## src/rtl/bti_pkg.sv

```systemverilog
// Shared types, codes and constants of the bilinear table interpolator.
`timescale 1ns / 1ps
package bti_pkg;

  // Input item codes.
  localparam logic [1:0] MODE_ROW_BP = 2'd0;
  localparam logic [1:0] MODE_COL_BP = 2'd1;
  localparam logic [1:0] MODE_TABLE  = 2'd2;
  localparam logic [1:0] MODE_QUERY  = 2'd3;

  // Configuration register indexes and reset values.
  localparam logic [1:0] CFG_ROW_USED   = 2'd0;
  localparam logic [1:0] CFG_COL_USED   = 2'd1;
  localparam logic [4:0] ROW_USED_RESET = 5'd8;
  localparam logic [4:0] COL_USED_RESET = 5'd11;

  // Default grid size.
  localparam int DEF_ROW_POINTS_MAX = 16;
  localparam int DEF_COL_POINTS_MAX = 16;

  // Fraction precision: one quotient bit per divider step.
  localparam int FRAC_BITS = 16;

  // Blend operand selects.
  localparam logic [1:0] SEL_LO  = 2'd0;
  localparam logic [1:0] SEL_HI  = 2'd1;
  localparam logic [1:0] SEL_ROW = 2'd2;

  // Commands from the controller to the datapath.
  typedef struct packed {
    logic       wr_en;
    logic       q_load;
    logic       srch_run;
    logic       bp_lo;
    logic       bp_hi;
    logic       frac;
    logic       div_init;
    logic       div_step;
    logic       tab_rd;
    logic [1:0] tab_sel;
    logic       mul;
    logic       add;
    logic [1:0] bsel;
  } bti_cmd_t;

  // Status from the datapath to the controller.
  typedef struct packed {
    logic srch_done;
  } bti_stat_t;

endpackage

```

## src/rtl/bti_ctrl.sv

```systemverilog
// Controller: sequences search, fraction division, table reads and blends.
`timescale 1ns / 1ps
module bti_ctrl import bti_pkg::*; (
  input  logic       clk,
  input  logic       rst_n,
  input  logic       start,
  input  logic [1:0] in_mode,
  input  bti_stat_t  stat,
  output bti_cmd_t   cmd,
  output logic       busy,
  output logic       out_valid
);

  localparam logic [3:0] S_IDLE  = 4'd0;
  localparam logic [3:0] S_SRCH  = 4'd1;
  localparam logic [3:0] S_BPLO  = 4'd2;
  localparam logic [3:0] S_BPHI  = 4'd3;
  localparam logic [3:0] S_FRAC  = 4'd4;
  localparam logic [3:0] S_DINIT = 4'd5;
  localparam logic [3:0] S_DIV   = 4'd6;
  localparam logic [3:0] S_TAB   = 4'd7;
  localparam logic [3:0] S_M0    = 4'd8;
  localparam logic [3:0] S_A0    = 4'd9;
  localparam logic [3:0] S_M1    = 4'd10;
  localparam logic [3:0] S_A1    = 4'd11;
  localparam logic [3:0] S_M2    = 4'd12;
  localparam logic [3:0] S_A2    = 4'd13;

  logic [3:0] state_r, state_nxt;
  logic [3:0] cnt_r, cnt_nxt;
  logic       out_valid_r, out_valid_nxt;
  logic       accept;

  assign busy      = state_r != S_IDLE;
  assign accept    = start && !busy;
  assign out_valid = out_valid_r;

  // Next state and datapath commands.
  always_comb begin
    state_nxt     = state_r;
    cnt_nxt       = cnt_r;
    out_valid_nxt = 1'b0;
    cmd           = '0;
    unique case (state_r)
      S_IDLE: begin
        cmd.wr_en = accept;
        if (accept && (in_mode == MODE_QUERY)) begin
          cmd.q_load = 1'b1;
          state_nxt  = S_SRCH;
        end
      end
      S_SRCH: begin
        cmd.srch_run = 1'b1;
        if (stat.srch_done) begin
          state_nxt = S_BPLO;
        end
      end
      S_BPLO: begin
        cmd.bp_lo = 1'b1;
        state_nxt = S_BPHI;
      end
      S_BPHI: begin
        cmd.bp_hi = 1'b1;
        state_nxt = S_FRAC;
      end
      S_FRAC: begin
        cmd.frac  = 1'b1;
        state_nxt = S_DINIT;
      end
      S_DINIT: begin
        cmd.div_init = 1'b1;
        cnt_nxt      = '0;
        state_nxt    = S_DIV;
      end
      S_DIV: begin
        cmd.div_step = 1'b1;
        cnt_nxt      = cnt_r + 4'd1;
        if (cnt_r == 4'(FRAC_BITS - 1)) begin
          cnt_nxt   = '0;
          state_nxt = S_TAB;
        end
      end
      S_TAB: begin
        cmd.tab_rd  = 1'b1;
        cmd.tab_sel = cnt_r[1:0];
        cnt_nxt     = cnt_r + 4'd1;
        if (cnt_r == 4'd3) begin
          state_nxt = S_M0;
        end
      end
      S_M0: begin
        cmd.mul   = 1'b1;
        cmd.bsel  = SEL_LO;
        state_nxt = S_A0;
      end
      S_A0: begin
        cmd.add   = 1'b1;
        cmd.bsel  = SEL_LO;
        state_nxt = S_M1;
      end
      S_M1: begin
        cmd.mul   = 1'b1;
        cmd.bsel  = SEL_HI;
        state_nxt = S_A1;
      end
      S_A1: begin
        cmd.add   = 1'b1;
        cmd.bsel  = SEL_HI;
        state_nxt = S_M2;
      end
      S_M2: begin
        cmd.mul   = 1'b1;
        cmd.bsel  = SEL_ROW;
        state_nxt = S_A2;
      end
      S_A2: begin
        cmd.add       = 1'b1;
        cmd.bsel      = SEL_ROW;
        out_valid_nxt = 1'b1;
        state_nxt     = S_IDLE;
      end
      default: begin
        state_nxt = S_IDLE;
      end
    endcase
  end

  // State registers.
  always_ff @(posedge clk) begin
    if (!rst_n) begin
      state_r     <= S_IDLE;
      cnt_r       <= '0;
      out_valid_r <= 1'b0;
    end else begin
      state_r     <= state_nxt;
      cnt_r       <= cnt_nxt;
      out_valid_r <= out_valid_nxt;
    end
  end

endmodule

```

## config.mk

```make
export PLATFORM = sky130hd
export DESIGN_NAME = bti_ctrl
export DESIGN_NICKNAME = d
export VERILOG_FILES = /design/src/rtl/bti_pkg.sv /design/src/rtl/bti_ctrl.sv
export SDC_FILE = /design/constraint.sdc
export NUM_CORES = 1
export LEC_CHECK = 0
export ABC_AREA = 1
export BUFFER_PORTS_ARGS = -buffer_cell sky130_fd_sc_hd__buf_4
export CAP_MARGIN = 20
export CORE_AREA = 2 2 42 44
export CTS_CLUSTER_SIZE = 30
export DETAILED_ROUTE_END_ITERATION = 8
export DIE_AREA = 0 0 44 46
export MAX_ROUTING_LAYER = met4
export PLACE_DENSITY = 0.65
export SLEW_MARGIN = 20
export SYNTH_ARGS = -nofsm -noshare
export SYNTH_HDL_FRONTEND = slang
export SYNTH_SLANG_ARGS = --single-unit
```

## constraint.sdc

```tcl
create_clock -name clk -period 1.81 [get_ports clk]
set_clock_uncertainty 0.05 [all_clocks]
set_input_delay 0.4525 -clock clk [delete_from_list [all_inputs] [get_ports clk]]
set_output_delay 0.4525 -clock clk [all_outputs]
set_load 0.1 [all_outputs]
```

Yosys cells after proc, flatten, opt, wreduce, memory -nomap -nowiden --
Index checks and enable logic that the tools add are counted.
Storage, ports and cells: register bits 9, output and inout port bits 17, word-level logic and storage cells 55, bits of input ports 6
Cells by class: muxes and demuxes 20, reductions and logical operators 11, eq/ne operators 20, $add $sub $neg 1
Operator list (number):
- 4-bit one-hot mux with 13 select lines | 1
- 4-bit == test, second input constant | 7
- 4-bit two-way mux | 5
- 4-bit by 3-bit == test with 1-bit output, second input constant | 4
- 4-bit by 2-bit == test with 1-bit output, second input constant | 3
- 4-bit one-hot mux with 3 select lines | 1
- 1-bit two-way mux | 10
- 2-bit inequality test, second input constant | 4
- 3-bit OR reduction | 2
- 4-bit by 1-bit adder with 4-bit output, second input constant | 1
- 4-bit by 1-bit == test with 1-bit output, second input constant | 1
- 4-bit logical NOT | 1
- 2-bit one-hot mux with 2 select lines | 1
- 4-bit AND reduction | 1
- 4-bit nonzero test | 1
- 2-bit OR reduction | 2
- 3-bit two-way mux | 1
- 3-bit nonzero test | 1
- 2-bit == test, second input constant | 1
- 1-bit logical AND | 2
- 2-bit two-way mux | 1
- 1-bit logical NOT | 1

Logic depth before layout (Yosys ltp) --
Gate-level depths: netlist (run 1).
word-level depth 6, depth in mapped cells 9, depth with buffers taken out 9

Worst setup path before layout (run 1) --
OpenSTA, ideal clock, no wires.
path kind reg2out, start point register state_r[1], end point output port cmd[13] (netlist name), required time 1.307 ns, buffers on the path 1, data arrival time 3.098 ns, path slack -1.791 ns, stages on the path, launching flop included 5, cells stage by stage dfxtp_1 -> buf_4 -> nor2_2 -> nand2_2 -> nor3_1
RTL lines:
- start, declared | line bti_ctrl.sv:29 | logic [3:0] state_r, state_nxt;
- start signal, assigned | line bti_ctrl.sv:135 | state_r <= state_nxt;
- end, declared | line bti_ctrl.sv:9 | output bti_cmd_t cmd,

==> results of run 1 <==
[worst max-delay path, stage by stage, from the launching register on]
cell and delay, ps:
dfxtp_4 370, inv_2 80, nand2_4 80, nor2_4 160, inv_4 70, nor2_4 110
buf_12 180
[worst paths after layout]
kind,depth (start not counted),to,slack (ps),start
worst max-delay path,6,cmd[5],-8,state_r[3]
worst min-delay path,3,state_r[0],410,rst_n
worst max register to register,8,cnt_r[3],320,state_r[3]
worst min register to register,1,cnt_r[0],460,cnt_r[0]
[power groups by stage]
stage / sequential, mW / combinational, mW / clock (mW)
final: 0.305 / 1.30 / 0.157
after global routing: 0.310 / 1.37 / 0.176
after CTS: 0.304 / 1.11 / 0.163
after detailed placement: 0.304 / 0.985 / 0
after global placement: 0.300 / 0.979 / 0
after floorplan: 0.262 / 0.847 / 0
[final cells by class]
type | instances | area (sq um)
fillers | 127 | 380
inverters | 22 | 85.1
well taps | 17 | 21.3
clock buffers | 4 | 26.3
flip-flops and latches | 9 | 195
multi-input cells | 75 | 492
repair buffers | 37 | 414
[synthesized netlist by cell type, drive strengths merged]
cell type,instances
nor2,29
buf,1
nand3,9
dfxtp,9
nand2,20
a22oi,1
ha,1
o21ai,3
a211oi,1
nor3,4
a21oi,6
o311ai,1
inv,22
[layer usage]
| metal | vias to the layer above | track usage (%) | part of all wire [%] |
|---|---|---|---|
| met3 | 5 | 6.35 | 5.4 |
| met4 | 0 | 5.45 | 0.79 |
| li1 | 414 | - | - |
| met1 | 371 | 29.2 | 41 |
| met2 | 29 | 34.7 | 53 |
| met5 | - | - | 0 |
[cells by family after synthesis]
group | count (synthesis) | synth area share (%)
DFF | 9 | 28.1
and+or+nand+nor | 62 | 44.6
AOI/OAI and AO/OA | 12 | 11.3
buffers and inverters | 23 | 14.0
adders and majority gates | 1 | 1.95
[timing repair]
item                                    in CTS  in global routing
buffers inserted                             3                  9
endpoints found under the setup margin      15                 11
resized for setup                           33                 15
cloned                                       0                  0
pin swaps                                    5                  5
endpoints found under the hold margin        0                  0
[registers in the layout, indices dropped and copies added (netlist names)]
register / count
state_r: 4
out_valid: 1
cnt_r: 4
[metrics by stage]
step | total power [mW] | util, % | worst slack [ps]
finish | 1.76 | 76.4 | -7.64
global route | 1.85 | 76.4 | -71.8
CTS | 1.58 | 68.8 | -25.8
detailed placement | 1.29 | 58.2 | 10.6
global placement | 1.28 | 58.2 | 80.1
floorplan | 1.11 | - | -348
==> flow_summary_export.csv, run 1 <==
group,metric,value,unit
outcome,status,"complete, but fails checks",
outcome,violations,"setup timing",
yosys,synthCells,107,
timing,fmax,550,MHz
drt,num_vias,819,
power_and_ir_drop,combPwrFrac,73.8,%
placement,dp_hpwl,1380,microns
placement,place_inst,148,
global_route,grt_pass1_wl,3170,microns
timing,period_needed,1820,ps
critical_path,critPathRequiredTime,1310,ps
cts,cts_tree,"done",
yosys,synthTopCellsByArea,"dfxtp_1 28%, nor2_1 15%, inv_1 12%",
cts,htree_num_levels,1,
yosys,ys_seq_elements,9,
drt,detail-route-antenna-nets,0,
cells_and_area,stdcell_count,164,
timing,fin_setup_tns,-7.64,ps
drt,via_per_inst,4.99,
cts,cts_made_buffers,3,
global_route,grt_max_degree,9,
power_and_ir_drop,p_leak,0.551,nW
power_and_ir_drop,power_density,1430,nW/um^2
cells_and_area,stdcell_area,1230,sq um
floorplan,fp.dieH,46,microns
placement,globalplace.congestion,0.812,
yosys,yosys_warnings,0,
cells_and_area,syn2layout_area_growth,92.2,%
yosys,syn_nets,114,
yosys,netlist_area,642,sq um
cts,insertion_delay,260,ps
cts,ctsHoldBuffers,0,
critical_path,endpoint_kind,"output port",
floorplan,io_pins,23,
critical_path,path_max_fanout,5,
critical_path,crit_type,"reg -> out",
floorplan,rows,15,
cells_and_area,final_cell_mix,"24 x buf_4, 17 x inv_1, 17 x nand2_1, 12 x nor2_4, 11 x nor2_1",
yosys,synth.largest_area_cell,"dfxtp_1",
floorplan,die-area,2020,sq um
drt,drt_iter0_markers,13,
power_and_ir_drop,p_switching,977,uW
timing,fin_crit_sh,100,%
floorplan,initial_utilization,39.8,%
power_and_ir_drop,swShare,55.4,%
drt,firstDrtPassIters,4,
global_route,antenna_found_initial,0,
cts,clkTransAtPathRegs,60,ps
cts,clock_path_buffers,2,
placement,port_buffers,22,
global_route,grt.total_usage,22.6,%
drt,wl,2160,microns
power_and_ir_drop,clockPowerShare,8.9,%
floorplan,core-area,1610,sq um
cts,clkSinkCount,9,
global_route,grt_pass1_vias,706,
timing,fin_ws,-7.64,ps
critical_path,cp-start-kind,"flip-flop",
timing,hold_viol,0,
timing,grt_setup_unrepaired,"true",
timing,finalSetupViolCount,1,
yosys,synth_cell_types,20,
global_route,overflow,0,
cts,cts_root_buf,"clkbuf_4",
floorplan,fp.dieW,44,microns
cells_and_area,antenna_cells,0,
power_and_ir_drop,power_frac_seq,17.3,%
critical_path,cp.arrival,1320,ps
timing,maxSlewViolCount,0,
drt,drc,0,
yosys,yosysSeqAreaShare,28.1,%
run,drv_cap,0,
timing,tightest_slew,389,ps
hold_path,hp-class,"in -> reg",
cells_and_area,fin_nets,155,
placement,dpl_cell_area,940,sq um
power_and_ir_drop,vdd_drop_max,1.10,mV
drt,wl_per_cell,13.2,microns
timing,worst_hold_slack,408,ps
yosys,synth.avg_cell_area,6.00,sq um
power_and_ir_drop,p_int,786,uW
yosys,synth_top_area_share,28.1,%
cells_and_area,drive_above_1_share,50.3,%
cells_and_area,mostFrequentLayoutCell,"buf_4",
timing,maxSlewHeadroom,73.8,%
Note: power is estimated with default switching activity, not from simulation.
==> run 2, diff against run 1 <==
--- a/config.mk
+++ b/config.mk
@@ -6,14 +6,15 @@
 export NUM_CORES = 1
 export LEC_CHECK = 0
 export ABC_AREA = 1
+export ABC_CLOCK_PERIOD_IN_PS = 1810
 export BUFFER_PORTS_ARGS = -buffer_cell sky130_fd_sc_hd__buf_4
 export CAP_MARGIN = 20
-export CORE_AREA = 2 2 42 44
+export CORE_AREA = 2 2 40 42
 export CTS_CLUSTER_SIZE = 30
 export DETAILED_ROUTE_END_ITERATION = 8
-export DIE_AREA = 0 0 44 46
+export DIE_AREA = 0 0 42 44
 export MAX_ROUTING_LAYER = met4
-export PLACE_DENSITY = 0.65
+export PLACE_DENSITY = 0.71
 export SLEW_MARGIN = 20
 export SYNTH_ARGS = -nofsm -noshare
 export SYNTH_HDL_FRONTEND = slang
==> run 2 against run 1 <==
Against the previous run:
- largest cell class unchanged
- combinational power barely moved
- flip-flop and latch count did not move
- routed wire length rose by 5.9%
- the flow still finishes with violations (setup timing)
- utilization grew 8.3 points
==> flow_summary_export.csv, run 2 (synthesis results as in run 1) <==
group,metric,value,unit
placement,place_inst,147,
timing,fin_ws,-17.4,ps
critical_path,cp-start-kind,"flip-flop",
drt,detail-route-antenna-nets,0,
power_and_ir_drop,vdd_drop_max,1.22,mV
timing,maxSlewViolCount,0,
floorplan,fp.dieH,44,microns
cts,cts_root_buf,"clkbuf_4",
timing,period_needed,1830,ps
outcome,violations,"setup timing",
critical_path,critPathRequiredTime,1310,ps
cts,cts_tree,"done",
critical_path,path_max_fanout,8,
timing,hold_viol,0,
global_route,grt_pass1_wl,3280,microns
power_and_ir_drop,swShare,57.2,%
cts,ctsHoldBuffers,0,
cells_and_area,syn2layout_area_growth,87.3,%
run,drv_cap,0,
floorplan,io_pins,23,
cts,clock_path_buffers,2,
hold_path,hp-class,"in -> reg",
cts,clkSinkCount,9,
power_and_ir_drop,p_leak,0.527,nW
timing,fmax,547,MHz
critical_path,r2r_setup_slack,360,ps
drt,drc,0,
global_route,grt_pass1_vias,743,
timing,fin_crit_sh,101,%
critical_path,cp.arrival,1320,ps
drt,wl_per_cell,14.5,microns
drt,wl,2290,microns
cts,cts_made_buffers,3,
global_route,grt.busiest_layer,"met2",
cts,insertion_delay,280,ps
timing,tightest_slew,309,ps
global_route,grt.met3_usage,6.25,%
cells_and_area,drive_above_1_share,49.3,%
floorplan,die-area,1850,sq um
critical_path,r2r-start,"state_r[1]",
outcome,status,"complete, but fails checks",
floorplan,rows,14,
timing,worst_hold_slack,380,ps
global_route,use_met1,27.7,%
global_route,grtUsageMet2,43.4,%
power_and_ir_drop,p_switching,1.01,mW
placement,dp_hpwl,1440,microns
cells_and_area,mostFrequentLayoutCell,"buf_4",
critical_path,cp-endpoint,"cmd[9]",
global_route,overflow,0,
floorplan,core-area,1420,sq um
cts,clkTransAtPathRegs,60,ps
power_and_ir_drop,power_frac_seq,18.7,%
power_and_ir_drop,power_density,1470,nW/um^2
cells_and_area,antenna_cells,0,
placement,globalplace.congestion,0.869,
global_route,grt_max_degree,9,
floorplan,initial_utilization,45.2,%
critical_path,r2r_cells,6,
critical_path,worst_r2r_endpoint,"cnt_r[1]",
timing,grt_setup_unrepaired,"true",
critical_path,cp-startpoint,"state_r[1]",
timing,maxSlewHeadroom,79.1,%
timing,finalSetupViolCount,7,
floorplan,fp.dieW,42,microns
cells_and_area,final_cell_mix,"18 x buf_4, 17 x nand2_1, 16 x inv_1, 12 x nor2_4, 11 x nor2_1",
drt,via_per_inst,5.26,
cts,htree_num_levels,1,
cells_and_area,stdcell_count,158,
global_route,grt.total_usage,25.1,%
drt,firstDrtPassIters,4,
power_and_ir_drop,p_int,755,uW
power_and_ir_drop,combPwrFrac,71.9,%
placement,port_buffers,22,
drt,num_vias,831,
global_route,antenna_found_initial,0,
power_and_ir_drop,clockPowerShare,9.5,%
drt,drt_iter0_markers,14,
critical_path,endpoint_kind,"output port",
critical_path,crit_type,"reg -> out",
cells_and_area,fin_nets,150,
-- run 2: routing by layer --
| metal | wire, microns | up-vias |
|---|---|---|
| met5 | 0 | - |
| met2 | 1210 | 30 |
| li1 | - | 410 |
| met3 | 120 | 2 |
| met1 | 933 | 389 |
| met4 | 25 | 0 |
-- run 2: critical path, cell delays in order (launching register included) --
cell and delay (ps):
dfxtp_4 400, nor2_4 200, inv_1 130, nor2_4 130, buf_12 180
-- run 2: worst min path at each step --
stage,from,end,cells after the start
floorplan,cnt_r[0],cnt_r[0],1
global placement,cnt_r[0],cnt_r[0],1
detailed placement,cnt_r[0],cnt_r[0],1
CTS,rst_n,state_r[1],3
global route,rst_n,state_r[0],3
finish,rst_n,state_r[1],3
-- run 2: cell type report --
type | count | area (sq um)
Sequential cell | 9 | 195
Fill cell | 78 | 216
Multi-Input combinational cell | 75 | 492
Tap cell | 16 | 20.0
Inverter | 22 | 90.1
Timing Repair Buffer | 32 | 379
Clock buffer | 4 | 26.3
-- run 2: through the flow --
stage	utilization (%)	instance area (sq um)	power (mW)	setup slack (ps)	TNS, ps
floorplan	-	742	1.11	-348	-2100
global placement	66.1	938	1.29	76.1	0
detailed placement	66.1	938	1.29	47.6	0
CTS	77.2	1100	1.56	-3.81	-9.68
global route	84.7	1200	1.83	-68.9	-468
finish	84.7	1200	1.77	-17.4	-63.1
-- run 2: power by group through the flow --
stage / registers [mW] / clock network [mW] / logic [mW]
4_1_cts: 0.309 / 0.166 / 1.08
2_1_floorplan: 0.262 / 0 / 0.847
5_1_grt: 0.334 / 0.174 / 1.32
6_report: 0.330 / 0.167 / 1.27
3_3_place_gp: 0.301 / 0 / 0.985
3_5_place_dp: 0.302 / 0 / 0.984
-- run 2: what timing repair did --
item                       in CTS  in global routing
resized for setup              33                 19
pin swaps                       6                  5
setup buffers                   2                  5
setup endpoints to repair      15                 13
==> run 3, diff against run 2 <==
--- a/config.mk
+++ b/config.mk
@@ -9,12 +9,14 @@
 export ABC_CLOCK_PERIOD_IN_PS = 1810
 export BUFFER_PORTS_ARGS = -buffer_cell sky130_fd_sc_hd__buf_4
 export CAP_MARGIN = 20
-export CORE_AREA = 2 2 40 42
+export CELL_PAD_IN_SITES_DETAIL_PLACEMENT = 1
+export CELL_PAD_IN_SITES_GLOBAL_PLACEMENT = 2
+export CORE_AREA = 2 2 56 58
 export CTS_CLUSTER_SIZE = 30
 export DETAILED_ROUTE_END_ITERATION = 8
-export DIE_AREA = 0 0 42 44
+export DIE_AREA = 0 0 58 60
 export MAX_ROUTING_LAYER = met4
-export PLACE_DENSITY = 0.71
+export PLACE_DENSITY = 0.78
 export SLEW_MARGIN = 20
 export SYNTH_ARGS = -nofsm -noshare
 export SYNTH_HDL_FRONTEND = slang
==> run 3 against run 2 <==
Against the previous run:
- die area grew 88%
- clock power shrank 2%
- utilization shrank 41 points
- the run now ends clean
- critical path depth is the same
==> flow_summary_export.csv, run 3 (synthesis results as in run 1) <==
group,metric,value,unit
hold_path,whs_endpoint,"state_r[0]",
run,drv_cap,0,
critical_path,cp-start-kind,"flip-flop",
cts,cts_root_buf,"clkbuf_4",
floorplan,fp.dieW,58,microns
timing,fin_ws,12.1,ps
global_route,antenna_found_initial,0,
hold_path,hold_depth,3,
floorplan,io_pins,23,
hold_path,worstHoldStart,"rst_n",
timing,maxSlewViolCount,0,
global_route,grt_pass1_vias,841,
critical_path,path_max_fanout,4,
floorplan,core-area,2900,sq um
cts,cts_made_buffers,3,
timing,fin_crit_sh,99.3,%
critical_path,crit_type,"reg -> out",
drt,wl_per_cell,13.5,microns
critical_path,critPathRequiredTime,1310,ps
global_route,overflow,0,
global_route,grt_pass1_wl,3910,microns
global_route,grt_max_degree,7,
cts,ctsHoldBuffers,0,
cts,clkSinkCount,9,
cts,clkTransAtPathRegs,70,ps
drt,drc,0,
floorplan,die-area,3480,sq um
cells_and_area,mostFrequentLayoutCell,"buf_4",
hold_path,hp-class,"in -> reg",
cts,clock_path_buffers,2,
critical_path,cp-startpoint,"state_r[3]",
timing,hold_viol,0,
cts,insertion_delay,260,ps
timing,finalSetupViolCount,0,
critical_path,cp.arrival,1300,ps
power_and_ir_drop,vdd_drop_max,1.18,mV
critical_path,worst_r2r_endpoint,"state_r[1]",
global_route,grt.total_usage,15.5,%
cts,htree_num_levels,1,
placement,globalplace.congestion,0.715,
floorplan,rows,20,
critical_path,r2r-start,"cnt_r[0]",
timing,worst_hold_slack,410,ps
placement,port_buffers,22,
cells_and_area,drive_above_1_share,50.0,%
power_and_ir_drop,power_density,1400,nW/um^2
critical_path,r2r_cells,8,
timing,grt_setup_unrepaired,"true",
timing,fmax,556,MHz
drt,wl,2390,microns
drt,firstDrtPassIters,4,
timing,fin_setup_tns,0,ps
placement,dp_hpwl,1770,microns
drt,drt_iter0_markers,12,
cells_and_area,antenna_cells,0,
timing,tightest_slew,300,ps
cells_and_area,final_cell_mix,"20 x buf_4, 17 x nand2_1, 16 x inv_1, 13 x nor2_4, 12 x buf_12",
power_and_ir_drop,p_leak,0.542,nW
placement,place_ws,37.0,ps
cells_and_area,stdcell_area,1260,sq um
timing,period_needed,1800,ps
placement,dpl_cell_area,967,sq um
outcome,status,"completed",
cells_and_area,syn2layout_area_growth,96.3,%
drt,detail-route-antenna-nets,0,
power_and_ir_drop,power,1.77,mW
critical_path,r2r_setup_slack,300,ps
timing,maxSlewHeadroom,79.7,%
drt,num_vias,821,
critical_path,endpoint_kind,"output port",
drt,via_per_inst,4.64,
floorplan,fp.dieH,60,microns
cells_and_area,fin_nets,152,
cts,cts_tree,"done",
cells_and_area,nFillCells,359,
floorplan,initial_utilization,22.1,%
## run 3: cell count changes in the layout (fill, tap and decap cells not counted), sizes merged
cell and change:
buf +2
## run 3: what timing repair did
item                                    in CTS  in global routing
pin swaps                                    5                  2
buffers inserted                             7                  1
endpoints found under the setup margin      15                 14
cloned                                       0                  0
resized for setup                           35                 21
## run 3: power breakdown
| part | total [mW] | switching, mW | leakage (nW) | internal, mW |
|---|---|---|---|---|
| registers | 0.306 | 0.0701 | 0.0755 | 0.236 |
| clock network | 0.163 | 0.0779 | 0.0150 | 0.0852 |
| logic | 1.30 | 0.849 | 0.451 | 0.451 |
| total | 1.77 | 0.997 | 0.542 | 0.772 |
## run 3: per-stage QoR
stage,utilization (%),std cells
finish,43.4,177
detailed placement,33.3,165
global route,43.4,177
global placement,33.3,165
floorplan,-,107
CTS,40.4,176
## run 3: worst max path at each step
stage          endpoint  slack, ps
6_report        cmd[12]         10
5_1_grt         cmd[12]        -50
4_1_cts          cmd[9]        0.6
3_5_place_dp    cmd[12]         40
3_3_place_gp    cmd[12]         50
2_1_floorplan    cmd[4]       -350
## run 3: layout make-up
cell class | instances | area [sq um] | share of cell area (%)
Tap cell | 33 | 41.3 | 3.28
Inverter | 22 | 90.1 | 7.15
Timing Repair Buffer | 34 | 413 | 32.8
Sequential cell | 9 | 193 | 15.3
Multi-Input combinational cell | 75 | 497 | 39.4
Clock buffer | 4 | 26.3 | 2.09
## run 3: layer usage
| layer | GRT usage, % | wire length (microns) | up-vias |
|---|---|---|---|
| met5 | - | 0 | - |
| met4 | 8.31 | 48 | 0 |
| met3 | 2.60 | 98 | 6 |
| met2 | 25.6 | 1240 | 25 |
| met1 | 17.9 | 1010 | 382 |
| li1 | - | - | 408 |
## run 3: critical path, cell delays in order (launching register included)
cell and delay (ps):
dfxtp_4 370, nor2_4 200, inv_2 120, nor2_4 160, buf_12 180
